### config.mk
export PLATFORM = sky130hd
export DESIGN_NAME = estp_ctrl
export DESIGN_NICKNAME = d
export VERILOG_FILES = /design/src/rtl/estp_pkg.sv /design/src/rtl/estp_ctrl.sv
export SDC_FILE = /design/constraint.sdc
export NUM_CORES = 1
export LEC_CHECK = 0
export ABC_AREA = 1
export BUFFER_PORTS_ARGS = -buffer_cell sky130_fd_sc_hd__buf_2
export CAP_MARGIN = 10
export CORE_AREA = 3 3 40 42
export CTS_CLUSTER_SIZE = 14
export DETAILED_ROUTE_END_ITERATION = 7
export DIE_AREA = 0 0 43 45
export SLEW_MARGIN = 20
export SYNTH_ARGS = -nofsm -noshare
export SYNTH_HDL_FRONTEND = slang
export SYNTH_SLANG_ARGS = --single-unit
### constraint.sdc
create_clock -name clk -period 1.3 [get_ports clk]
set_input_delay 0.13 -clock clk [delete_from_list [all_inputs] [get_ports clk]]
set_output_delay 0.13 -clock clk [all_outputs]
set_load 0.01 [all_outputs]
### src/rtl/estp_pkg.sv
package estp_pkg;

    localparam logic [1:0] OP_PARSE = 2'd0;
    localparam logic [1:0] OP_WR_ENTRY = 2'd1;
    localparam logic [1:0] OP_WR_STATE = 2'd2;
    localparam logic [1:0] OP_READ = 2'd3;

    localparam logic [5:0] ACT_NONE = 6'd0;
    localparam logic [5:0] ACT_CLEAR = 6'd1;
    localparam logic [5:0] ACT_DIGIT = 6'd2;
    localparam logic [5:0] ACT_SIGN = 6'd3;
    localparam logic [5:0] ACT_PUSH_FIRST = 6'd4;
    localparam logic [5:0] ACT_PUSH_LAST = 6'd19;

    localparam logic [30:0] DIGIT_LIMIT = 31'h07FF_FFFF;
    localparam logic [7:0] CHAR_ZERO = 8'h30;
    localparam logic [7:0] CHAR_MINUS = 8'h2d;
    localparam logic [1:0] SIGN_NONE = 2'd0;
    localparam logic [1:0] SIGN_POS = 2'd1;
    localparam logic [1:0] SIGN_NEG = 2'd2;

    typedef struct packed {
        logic [1:0] opcode;
        logic [7:0] char_byte;
        logic       is_multibyte;
        logic [7:0] table_index;
        logic [7:0] range_lower;
        logic [7:0] range_upper;
        logic [5:0] target_state;
        logic [5:0] action_code;
        logic       keep_state;
        logic [7:0] pre_base;
        logic [7:0] main_base;
        logic [1:0] state_flags;
    } item_t;

    typedef struct packed {
        logic       not_at_start;
        logic [5:0] action_out;
        logic       action_taken;
        logic       matched_pre;
        logic       no_match;
        logic [30:0] working_number;
        logic       number_is_default;
        logic [1:0] sign_code;
        logic [30:0] read_value;
    } result_t;

    // Controller to datapath.
    typedef struct packed {
        logic load;       // capture item
        logic wr_entry;
        logic wr_state;
        logic rd_desc;    // read current state descriptor
        logic desc_ready; // descriptor data valid, set up walk
        logic start_main; // begin main walk
        logic rd_entry;   // read entry at walk pointer
        logic step;       // evaluate returned entry, advance pointer
        logic finish;     // apply result
        logic rd_flags;   // read flags of new state
        logic emit;       // build result word
    } cmd_t;

    // Datapath to controller.
    typedef struct packed {
        logic is_parse;
        logic pre_enabled;
        logic hit;
        logic walk_end;
        logic in_pre;
    } status_t;

endpackage

### src/rtl/estp_ctrl.sv
module estp_ctrl (
    input  logic              clk,
    input  logic              rst_n,
    input  logic              in_fire,
    input  logic              out_busy,
    input  estp_pkg::status_t sts,
    output logic              idle,
    output estp_pkg::cmd_t    cmd
);

    import estp_pkg::*;

    localparam logic [3:0] S_IDLE = 4'd0;
    localparam logic [3:0] S_DECODE = 4'd1;
    localparam logic [3:0] S_DESC = 4'd2;
    localparam logic [3:0] S_SETUP = 4'd3;
    localparam logic [3:0] S_REQ = 4'd4;
    localparam logic [3:0] S_EVAL = 4'd5;
    localparam logic [3:0] S_APPLY = 4'd6;
    localparam logic [3:0] S_FLAGS = 4'd7;
    localparam logic [3:0] S_FLAGW = 4'd8;
    localparam logic [3:0] S_EMIT = 4'd9;

    logic [3:0] state_reg;
    logic [3:0] state_next;

    always_ff @(posedge clk or negedge rst_n)
    begin
        if (!rst_n)
        begin
            state_reg <= S_IDLE;
        end
        else
        begin
            state_reg <= state_next;
        end
    end

    always_comb
    begin
        cmd = '0;
        state_next = state_reg;
        idle = 1'b0;
        unique case (state_reg)
            S_IDLE:
            begin
                idle = 1'b1;
                if (in_fire)
                begin
                    cmd.load = 1'b1;
                    state_next = S_DECODE;
                end
            end
            S_DECODE:
            begin
                if (sts.is_parse)
                begin
                    cmd.rd_desc = 1'b1;
                    state_next = S_DESC;
                end
                else
                begin
                    cmd.wr_entry = 1'b1;
                    cmd.wr_state = 1'b1;
                    cmd.rd_flags = 1'b1;
                    state_next = S_FLAGW;
                end
            end
            S_DESC:
            begin
                state_next = S_SETUP;
            end
            S_SETUP:
            begin
                cmd.desc_ready = 1'b1;
                state_next = S_REQ;
            end
            S_REQ:
            begin
                cmd.rd_entry = 1'b1;
                state_next = S_EVAL;
            end
            S_EVAL:
            begin
                cmd.step = 1'b1;
                if (sts.hit)
                begin
                    state_next = S_APPLY;
                end
                else if (sts.walk_end)
                begin
                    if (sts.in_pre)
                    begin
                        cmd.start_main = 1'b1;
                        state_next = S_REQ;
                    end
                    else
                    begin
                        state_next = S_APPLY;
                    end
                end
                else
                begin
                    state_next = S_REQ;
                end
            end
            S_APPLY:
            begin
                cmd.finish = 1'b1;
                state_next = S_FLAGS;
            end
            S_FLAGS:
            begin
                cmd.rd_flags = 1'b1;
                state_next = S_FLAGW;
            end
            S_FLAGW:
            begin
                state_next = S_EMIT;
            end
            S_EMIT:
            begin
                if (!out_busy)
                begin
                    cmd.emit = 1'b1;
                    state_next = S_IDLE;
                end
            end
            default:
            begin
                state_next = S_IDLE;
            end
        endcase
    end

endmodule

# After elaboration in Yosys (flattened, before gate mapping)
# Cells that the tools add are included.
# totals
regBits	4
output_inout_bits	12
wordCells	39
# op_classes
n_eq_ne	11
reduce_logical	2
mux	25
# op_table
operator	count
$pmux 4 s10	1
$eq 4x3->1 const B	4
$mux 4	4
$mux 1	15
$eq 4x2->1 const B	2
$eq 4x4->1 const B	2
$mux 2	3
$eq 4x1->1 const B	1
$logic_not 4->1	1
$ne 2x2->1 const B	2
$mux 3	1
$pmux 1 s2	1
$reduce_and 2->1	1

# Longest topological paths before layout
# Gate-level depths: netlist of the first run.
# depth
word_depth	4
ltp_mapped	7
mapped_depth_nobuf	6

# Worst setup path before layout of the first run
# OpenSTA, ideal clock, no wires.
# synth_timing
path_kind	register -> output
start	register state_reg[2]
end	output port cmd[9] in the netlist's numbering
arrival_time_ns	0.949
t_required_ns	1.170
stages_incl_launch_ff	7
path_slack_ns	0.221
path_cell_list	dfrtp_1 > nor2_2 > nand2_1 > inv_1 > nand2_1 > inv_1 > buf_4
# synth_rtl
element	line_no	rtl
start: declaration	estp_ctrl.sv:24	logic [3:0] state_reg;
start signal: assignment	estp_ctrl.sv:35	state_reg <= state_next;
end: declaration	estp_ctrl.sv:8	output estp_pkg::cmd_t cmd

==> impl_metrics.env, run 1 <==
export IMPL_outcome="complete, but fails checks"
export IMPL_violations="setup timing"
export IMPL_synth_seq_cells=4
export IMPL_synthSimpleGateAreaFrac=0.4624
export IMPL_power_density_nw_per_um2=2367
export IMPL_cp_required_ns=1.17
export IMPL_critical_path_class="reg2out"
export IMPL_tns_ns=-0.1981
export IMPL_holdWs_ns=0.1497
export IMPL_grt_pass1_wl_mm=1.600
export IMPL_final_min_clock_period_ns=1.342
export IMPL_cts_max_level=1
export IMPL_gp_congestion=0.7814
export IMPL_synth_top_family_by_area="simple AND/OR/NAND/NOR gates"
export IMPL_vias_per_cell=4.436
export IMPL_clk_pin_slew_ns=0.03
export IMPL_drc_errors=0
export IMPL_clockBufferDepth=2
export IMPL_clock_skew_final_ns=0.01214
export IMPL_clkSinkCount=4
export IMPL_worst_pin_slew_ns=0.1936
export IMPL_synth_seq_area_share=0.3008
export IMPL_drt_iter0_drc=2
export IMPL_clock_latency_ns=0.24
export IMPL_antenna_left=0
export IMPL_grt_overflow=0
export IMPL_grt_usage=0.1185
export IMPL_post_route_util=0.4645
export IMPL_hpwl_um=686.3
export IMPL_worst_path_buf_inv=2
export IMPL_dpl_cell_count=91
export IMPL_synthAdderAreaFrac=0
export IMPL_cp_slowest_cell="dfrtp_2"
export IMPL_hold_violations=0
export IMPL_grt_max_degree=7
export IMPL_fin_nets=97
export IMPL_die_area_um2=1935
export IMPL_clock_fmax_mhz=745.1
export IMPL_final_cells=101
export IMPL_fillers=141
export IMPL_wl_per_cell_um=10.12
export IMPL_synthesis_nets=66
export IMPL_largest_reg_flops=4
export IMPL_worstSetupStartpointType="flop"
export IMPL_max_stage_delay_ns=0.44
export IMPL_syn_area_per_cell_um2=5.839
export IMPL_hold_path_class="in2reg"
export IMPL_pin_count=21
export IMPL_synth_area_um2=332.8
export IMPL_placementRows=13
export IMPL_fp_coreArea_um2=1285
export IMPL_relSlewSlack=0.8709
export IMPL_grt_pass1_vias=384
export IMPL_finalCritPeriodShare=1.032
export IMPL_cts_buffers=3
export IMPL_critPathArrivalTime_ns=1.21
export IMPL_wirelength_mm=1.022
export IMPL_synth_xor_area_frac=0
export IMPL_first_pass_iters=5
export IMPL_cts_tree="yes"
export IMPL_irDropWorstVdd_mv=0.8075
export IMPL_worstPathMaxFanout=5
export IMPL_p_leak_nw=0.3641
export IMPL_endpoint_kind="output pin"
export IMPL_via_count=448
export IMPL_layout_drive_gt1_share=0.5698
export IMPL_synthCells=57
export IMPL_fin_area_um2=596.8
export IMPL_yosysWarnings=0
export IMPL_synth_mux_area_frac=0
export IMPL_finalSetupViolCount=7
export IMPL_start_util=0.2590
export IMPL_root_buffer="clkbuf_4"
export IMPL_die_h_um=45
export IMPL_post_dp_cell_area_um2=446.7
export IMPL_cp_cell_sequence="nor2_2, nand2_1, inv_2, nand2_2, o21ai_2, buf_2"
export IMPL_maxCapViolations=0
export IMPL_antenna_found_initial=0
export IMPL_cp_top_family="flip-flops"
export IMPL_area_growth_pct=79.32
export IMPL_finalWorstSetupSlack_ns=-0.04204
export IMPL_drv_slew=0
export IMPL_die_w_um=43
export IMPL_io_buffer_count=19
export IMPL_antenna_cells=0
export IMPL_rsz0062_at_grt="true"
export IMPL_synth_compound_area_frac=0.04511
export IMPL_ys_types=11
[timing repair]
action                                  in CTS  in global routing
endpoints found under the hold margin        4                  0
endpoints found under the setup margin       9                 11
setup buffers                                3                  3
gates resized for setup                     10                 15
cloned                                       0                  0
hold buffers                                 1                  0
pin swaps                                    4                  9
[stage by stage]
stage / setup WS (ns) / power [mW]
after global routing: -0.1162 / 1.539
after floorplan: 0.2214 / 0.6885
final: -0.04204 / 1.413
after detailed placement: 0.1664 / 0.8995
after global placement: 0.1722 / 0.9069
after CTS: -0.06361 / 1.204
[layout make-up]
class	count	area [um^2]	share of cell area
multi-input cells	37	217.7	0.3648
clock buffers	3	22.52	0.03774
inverters	15	56.30	0.09434
repair buffers	27	177.7	0.2977
flip-flops and latches	4	103.9	0.1740
well taps	15	18.77	0.03145
[kinds of logic (layout without fill, tap and decap cells)]
| kind of cell | Yosys count | after routing |
|---|---|---|
| AOI/OAI and AO/OA | 3 | 3 |
| buffers and inverters | 16 | 45 |
| DFF | 4 | 4 |
| and+or+nand+nor | 34 | 34 |
[power by group]
group | internal (mW) | switching (mW)
Clock | 0.104 | 0.0580
Sequential | 0.193 | 0.106
Combinational | 0.435 | 0.518
Total | 0.731 | 0.682
[cells in the final DEF (no fill, tap or decap)]
cell	instances
buf_2	17
buf_4	5
buf_6	4
clkbuf_4	3
dfrtp_1	1
dfrtp_2	3
dlygate4sd3_1	1
inv_1	11
inv_2	4
nand2_1	9
nand2_2	3
nand2_4	2
nand3_1	7
nor2_1	6
nor2_2	2
nor2_4	3
nor3_2	2
o21ai_0	2
o21ai_2	1
[synth_stat cells, drive strengths merged]
master | instances | area share
nor3 | 2 | 0.030
buf | 1 | 0.023
o21ai | 3 | 0.045
dfrtp | 4 | 0.30
inv | 15 | 0.17
nand2 | 14 | 0.17
nor2 | 11 | 0.16
nand3 | 7 | 0.11
[path summary, 6_finish.rpt]
check                        startpoint            to  slack [ns]  depth (start not counted)
min in group asynchronous         rst_n  state_reg[2]        0.22                          2
setup reg to reg           state_reg[3]  state_reg[3]        0.10                          7
setup / recovery           state_reg[1]        cmd[1]       -0.04                          6
hold / removal                   sts[4]  state_reg[1]        0.15                          3
max in group asynchronous         rst_n  state_reg[1]        0.94                          2
hold reg to reg            state_reg[1]  state_reg[2]        0.67                          3
[metal layers]
metal | routed length (um) | vias up | global-route usage
li1 | - | 228 | -
met1 | 383 | 194 | 0.1262
met2 | 517 | 22 | 0.1796
met3 | 100 | 4 | 0.05976
met4 | 21 | 0 | 0.09036
met5 | 0 | - | 0
[worst min-delay path, delay by kind of cell]
kind	cells	cell delay (ns)
buf+inv	1	0.09
simple gates	2	0.13
Power figures use the tool's default switching activity.
==> inputs of run 2 (changes only) <==
--- a/config.mk
+++ b/config.mk
@@ -16,3 +16,4 @@
 export SYNTH_ARGS = -nofsm -noshare
 export SYNTH_HDL_FRONTEND = slang
 export SYNTH_SLANG_ARGS = --single-unit
+export TNS_END_PERCENT = 1
==> impl_metrics.env, run 2 (synthesized netlist as in run 1, its figures left out) <==
export IMPL_fin_nets=94
export IMPL_start_util=0.2590
export IMPL_worstPathMaxFanout=3
export IMPL_grt_overflow=0
export IMPL_rsz0062_at_grt="true"
export IMPL_clock_fmax_mhz=745.4
export IMPL_irDropWorstVdd_mv=0.6890
export IMPL_die_w_um=43
export IMPL_critPathArrivalTime_ns=1.21
export IMPL_first_pass_iters=2
export IMPL_grt_pass1_wl_mm=1.559
export IMPL_min_from="sts[4]"
export IMPL_final_min_clock_period_ns=1.342
export IMPL_p_total_mw=1.237
export IMPL_die_area_um2=1935
export IMPL_cp_required_ns=1.17
export IMPL_grt_pass1_vias=377
export IMPL_cts_tree="yes"
export IMPL_drv_slew=0
export IMPL_hpwl_um=686.3
export IMPL_antenna_found_initial=0
export IMPL_finalSetupViolCount=7
export IMPL_final_cell_mix="18 x buf_2, 11 x inv_1, 10 x nand2_1, 7 x nand3_1, 7 x nor2_1"
export IMPL_multi_input_area_um2=202.7
export IMPL_clkSinkCount=4
export IMPL_drt_iter0_drc=2
export IMPL_violations="setup timing"
export IMPL_area_growth_pct=63.53
export IMPL_place_ws_ns=0.1664
export IMPL_layout_drive_gt1_share=0.5181
export IMPL_clock_skew_final_ns=0.009086
export IMPL_via_count=419
export IMPL_worstSetupStartpointType="flop"
export IMPL_cts_buffers=3
export IMPL_final_common_cell="buf_2"
export IMPL_drc_errors=0
export IMPL_clockBufferDepth=2
export IMPL_grt_usage=0.1152
export IMPL_grt_max_degree=7
export IMPL_fillers=145
export IMPL_cts_max_level=1
export IMPL_antenna_left=0
export IMPL_die_h_um=45
export IMPL_gp_congestion=0.7814
export IMPL_fp_coreArea_um2=1285
export IMPL_p_leak_nw=0.3487
export IMPL_crit_start="state_reg[0]"
export IMPL_hold_violations=0
export IMPL_hold_path_class="in2reg"
export IMPL_finalWorstSetupSlack_ns=-0.04156
export IMPL_root_buffer="clkbuf_4"
export IMPL_power_density_nw_per_um2=2274
export IMPL_r2r_start="state_reg[1]"
export IMPL_antenna_cells=0
export IMPL_maxCapViolations=0
export IMPL_tns_ns=-0.1348
export IMPL_worst_pin_slew_ns=0.1766
export IMPL_pin_count=21
export IMPL_wl_per_cell_um=9.265
export IMPL_placementRows=13
export IMPL_vias_per_cell=4.276
export IMPL_holdWs_ns=0.1463
export IMPL_endpoint_kind="output pin"
export IMPL_largest_reg_flops=4
export IMPL_regArea_um2=102.6
export IMPL_io_buffer_count=19
export IMPL_relSlewSlack=0.8821
export IMPL_clock_latency_ns=0.24
export IMPL_outcome="complete, but fails checks"
export IMPL_wirelength_um=908
export IMPL_clk_pin_slew_ns=0.04
export IMPL_critical_path_class="reg2out"
export IMPL_finalCritPeriodShare=1.032
[run 2: changes by cell type in the layout (fill, tap and decap cells not counted)]
cell and change:
nor2_2 +1, dfrtp_2 -1, nand2_2 -1, nor2_4 -2
buf_2 +1, dfrtp_1 +1, nor2_1 +1, buf_4 -1
nand2_1 +1, buf_6 -3
[run 2: routing by layer]
metal | up-vias | track usage | wire length, um
met5 | - | 0 | 0
met1 | 177 | 0.1262 | 381
met3 | 2 | 0.05976 | 88
met2 | 18 | 0.1677 | 425
li1 | 222 | - | -
met4 | 0 | 0.09036 | 12
[run 2: where the power goes]
part           internal, mW  total (mW)  leakage, nW  switching, mW
Combinational         0.337       0.806        0.287          0.469
Sequential            0.190       0.272       0.0480         0.0824
Clock                 0.104       0.159       0.0138         0.0556
Total                 0.630        1.24        0.349          0.607
[run 2: timing repair]
item,CTS,global route
hold buffers,1,0
pin swaps,3,1
hold endpoints to repair,4,0
gates resized for setup,8,9
setup endpoints to repair,9,11
buffers inserted,3,0
[run 2: per-stage QoR]
| stage | cells | utilization | instance area, um^2 |
|---|---|---|---|
| after floorplan | 57 | - | 332.8 |
| after global placement | 91 | 0.3476 | 446.7 |
| after detailed placement | 91 | 0.3476 | 446.7 |
| after CTS | 98 | 0.4002 | 514.2 |
| after global routing | 98 | 0.4236 | 544.3 |
| final | 98 | 0.4236 | 544.3 |
[run 2: worst paths after layout]
kind                                 to  slack [ns]  cells after the start
min                        state_reg[1]        0.15                      3
max                              cmd[0]       -0.04                      4
min in group asynchronous  state_reg[0]        0.22                      2
min reg2reg                state_reg[2]        0.66                      3
max in group asynchronous  state_reg[1]        0.94                      2
max reg2reg                state_reg[3]        0.25                      6
[run 2: critical path: stages (launching register included)]
cell	delay, ns
dfrtp_1	0.41
buf_4	0.15
nand2_2	0.09
nor3_2	0.17
buf_2	0.15
[run 2: layout make-up]
cell class              count  area share
well taps                  15     0.03448
repair buffers             24      0.2598
inverters                  15      0.1034
flip-flops and latches      4      0.1885
multi-input cells          37      0.3724
clock buffers               3     0.04138
==> inputs of run 3 (changes only) <==
--- a/config.mk
+++ b/config.mk
@@ -12,6 +12,7 @@
 export CTS_CLUSTER_SIZE = 14
 export DETAILED_ROUTE_END_ITERATION = 7
 export DIE_AREA = 0 0 43 45
+export PLACE_DENSITY = 0.54
 export SLEW_MARGIN = 20
 export SYNTH_ARGS = -nofsm -noshare
 export SYNTH_HDL_FRONTEND = slang
==> impl_metrics.env, run 3 (synthesized netlist as in run 1, its figures left out) <==
export IMPL_maxCapViolations=0
export IMPL_cts_buffers=3
export IMPL_critical_path_class="reg2out"
export IMPL_irDropWorstVdd_mv=0.7824
export IMPL_largest_reg_flops=4
export IMPL_tns_ns=-0.1878
export IMPL_vias_per_cell=4.273
export IMPL_grt_usage=0.1210
export IMPL_wirelength_mm=1.013
export IMPL_r2r_slack_ns=0.19
export IMPL_p_leak_nw=0.3539
export IMPL_io_buffer_count=19
export IMPL_clkSinkCount=4
export IMPL_r2r_start="state_reg[1]"
export IMPL_clockBufferDepth=2
export IMPL_final_min_clock_period_ns=1.346
export IMPL_clock_latency_ns=0.23
export IMPL_cts_max_level=1
export IMPL_drc_errors=0
export IMPL_antenna_found_initial=0
export IMPL_clk_pin_slew_ns=0.04
export IMPL_grt_pass1_vias=383
export IMPL_drt_iter0_drc=6
export IMPL_regArea_um2=102.6
export IMPL_first_pass_iters=4
export IMPL_finalWorstSetupSlack_ns=-0.04570
export IMPL_hpwl_um=676.1
export IMPL_die_w_um=43
export IMPL_area_growth_pct=69.55
export IMPL_relSlewSlack=0.8381
export IMPL_place_ws_ns=0.1386
export IMPL_final_common_cell="buf_2"
export IMPL_worstSetupStartpointType="flop"
export IMPL_fin_nets=95
export IMPL_finalSetupViolCount=8
export IMPL_grt_overflow=0
export IMPL_fp_coreArea_um2=1285
export IMPL_final_cell_mix="18 x buf_2, 11 x inv_1, 10 x nand2_1, 7 x nand3_1, 6 x nor2_1"
export IMPL_gp_congestion=0.6756
export IMPL_pin_count=21
export IMPL_outcome="complete, but fails checks"
export IMPL_antenna_left=0
export IMPL_antenna_cells=0
export IMPL_finalCritPeriodShare=1.035
export IMPL_endpoint_kind="output pin"
export IMPL_min_from="sts[4]"
export IMPL_rsz0062_at_grt="true"
export IMPL_die_area_um2=1935
export IMPL_clock_fmax_mhz=743.1
export IMPL_layout_drive_gt1_share=0.5238
export IMPL_multi_input_area_um2=211.5
export IMPL_power_density_nw_per_um2=2422
export IMPL_die_h_um=45
export IMPL_violations="setup timing"
export IMPL_cts_tree="yes"
export IMPL_worst_pin_slew_ns=0.2426
export IMPL_wl_per_cell_um=10.23
export IMPL_fillers=136
export IMPL_worstPathMaxFanout=5
export IMPL_critPathArrivalTime_ns=1.22
export IMPL_root_buffer="clkbuf_4"
export IMPL_via_count=423
export IMPL_grt_pass1_wl_mm=1.621
export IMPL_cp_required_ns=1.17
export IMPL_hold_path_class="in2reg"
export IMPL_placementRows=13
export IMPL_drv_slew=0
export IMPL_grt_max_degree=7
export IMPL_start_util=0.2590
export IMPL_crit_start="state_reg[1]"
export IMPL_clock_skew_final_ns=0.001129
export IMPL_hold_violations=0
[run 3: area by class of cell]
| cell class | count | share of cell area |
|---|---|---|
| Tap cell | 15 | 0.03326 |
| Timing Repair Buffer | 25 | 0.2705 |
| Clock buffer | 3 | 0.03991 |
| Multi-Input combinational cell | 37 | 0.3747 |
| Sequential cell | 4 | 0.1818 |
| Inverter | 15 | 0.09978 |
[run 3: power by group]
group,internal [mW],switching [mW]
logic,0.405,0.535
registers,0.190,0.0884
clock network,0.103,0.0457
[run 3: repair_timing]
action	CTS	global route
hold buffers	1	0
gates cloned	0	0
pin swaps	2	4
hold endpoints to repair	4	0
setup buffers	5	0
endpoints found under the setup margin	9	12
gates resized for setup	10	10
[run 3: path summary, 6_finish.rpt]
kind,end,cells past startpoint
min in group asynchronous,state_reg[1],2
hold / removal,state_reg[1],3
setup reg to reg,state_reg[0],4
setup / recovery,cmd[10],4
max in group asynchronous,state_reg[2],2
hold reg to reg,state_reg[1],2
[run 3: metal layers]
metal | share of wire | GRT usage | routed length [um]
met5 | 0 | 0 | 0
met4 | 0 | 0.09036 | 0
met3 | 0.058 | 0.05179 | 59
met2 | 0.55 | 0.1856 | 555
met1 | 0.39 | 0.1335 | 398
[run 3: stage by stage]
step | total power [mW] | hold slack [ns] | cell area, um^2 | cells | utilization
6_report | 1.367 | 0.1614 | 564.3 | 99 | 0.4391
5_1_grt | 1.509 | 0.1765 | 564.3 | 99 | 0.4391
4_1_cts | 1.228 | 0.1568 | 530.5 | 99 | 0.4129
3_5_place_dp | 0.8779 | -0.06266 | 439.2 | 90 | 0.3418
3_3_place_gp | 0.8798 | -0.06420 | 439.2 | 90 | 0.3418
2_1_floorplan | 0.6885 | -0.1656 | 332.8 | 57 | -
[run 3: worst max-delay path, cell delays in order (launching register included)]
cell and delay (ns):
dfrtp_2 0.44, nor2_2 0.25, nand2_4 0.07, nor2_2 0.10, buf_2 0.12
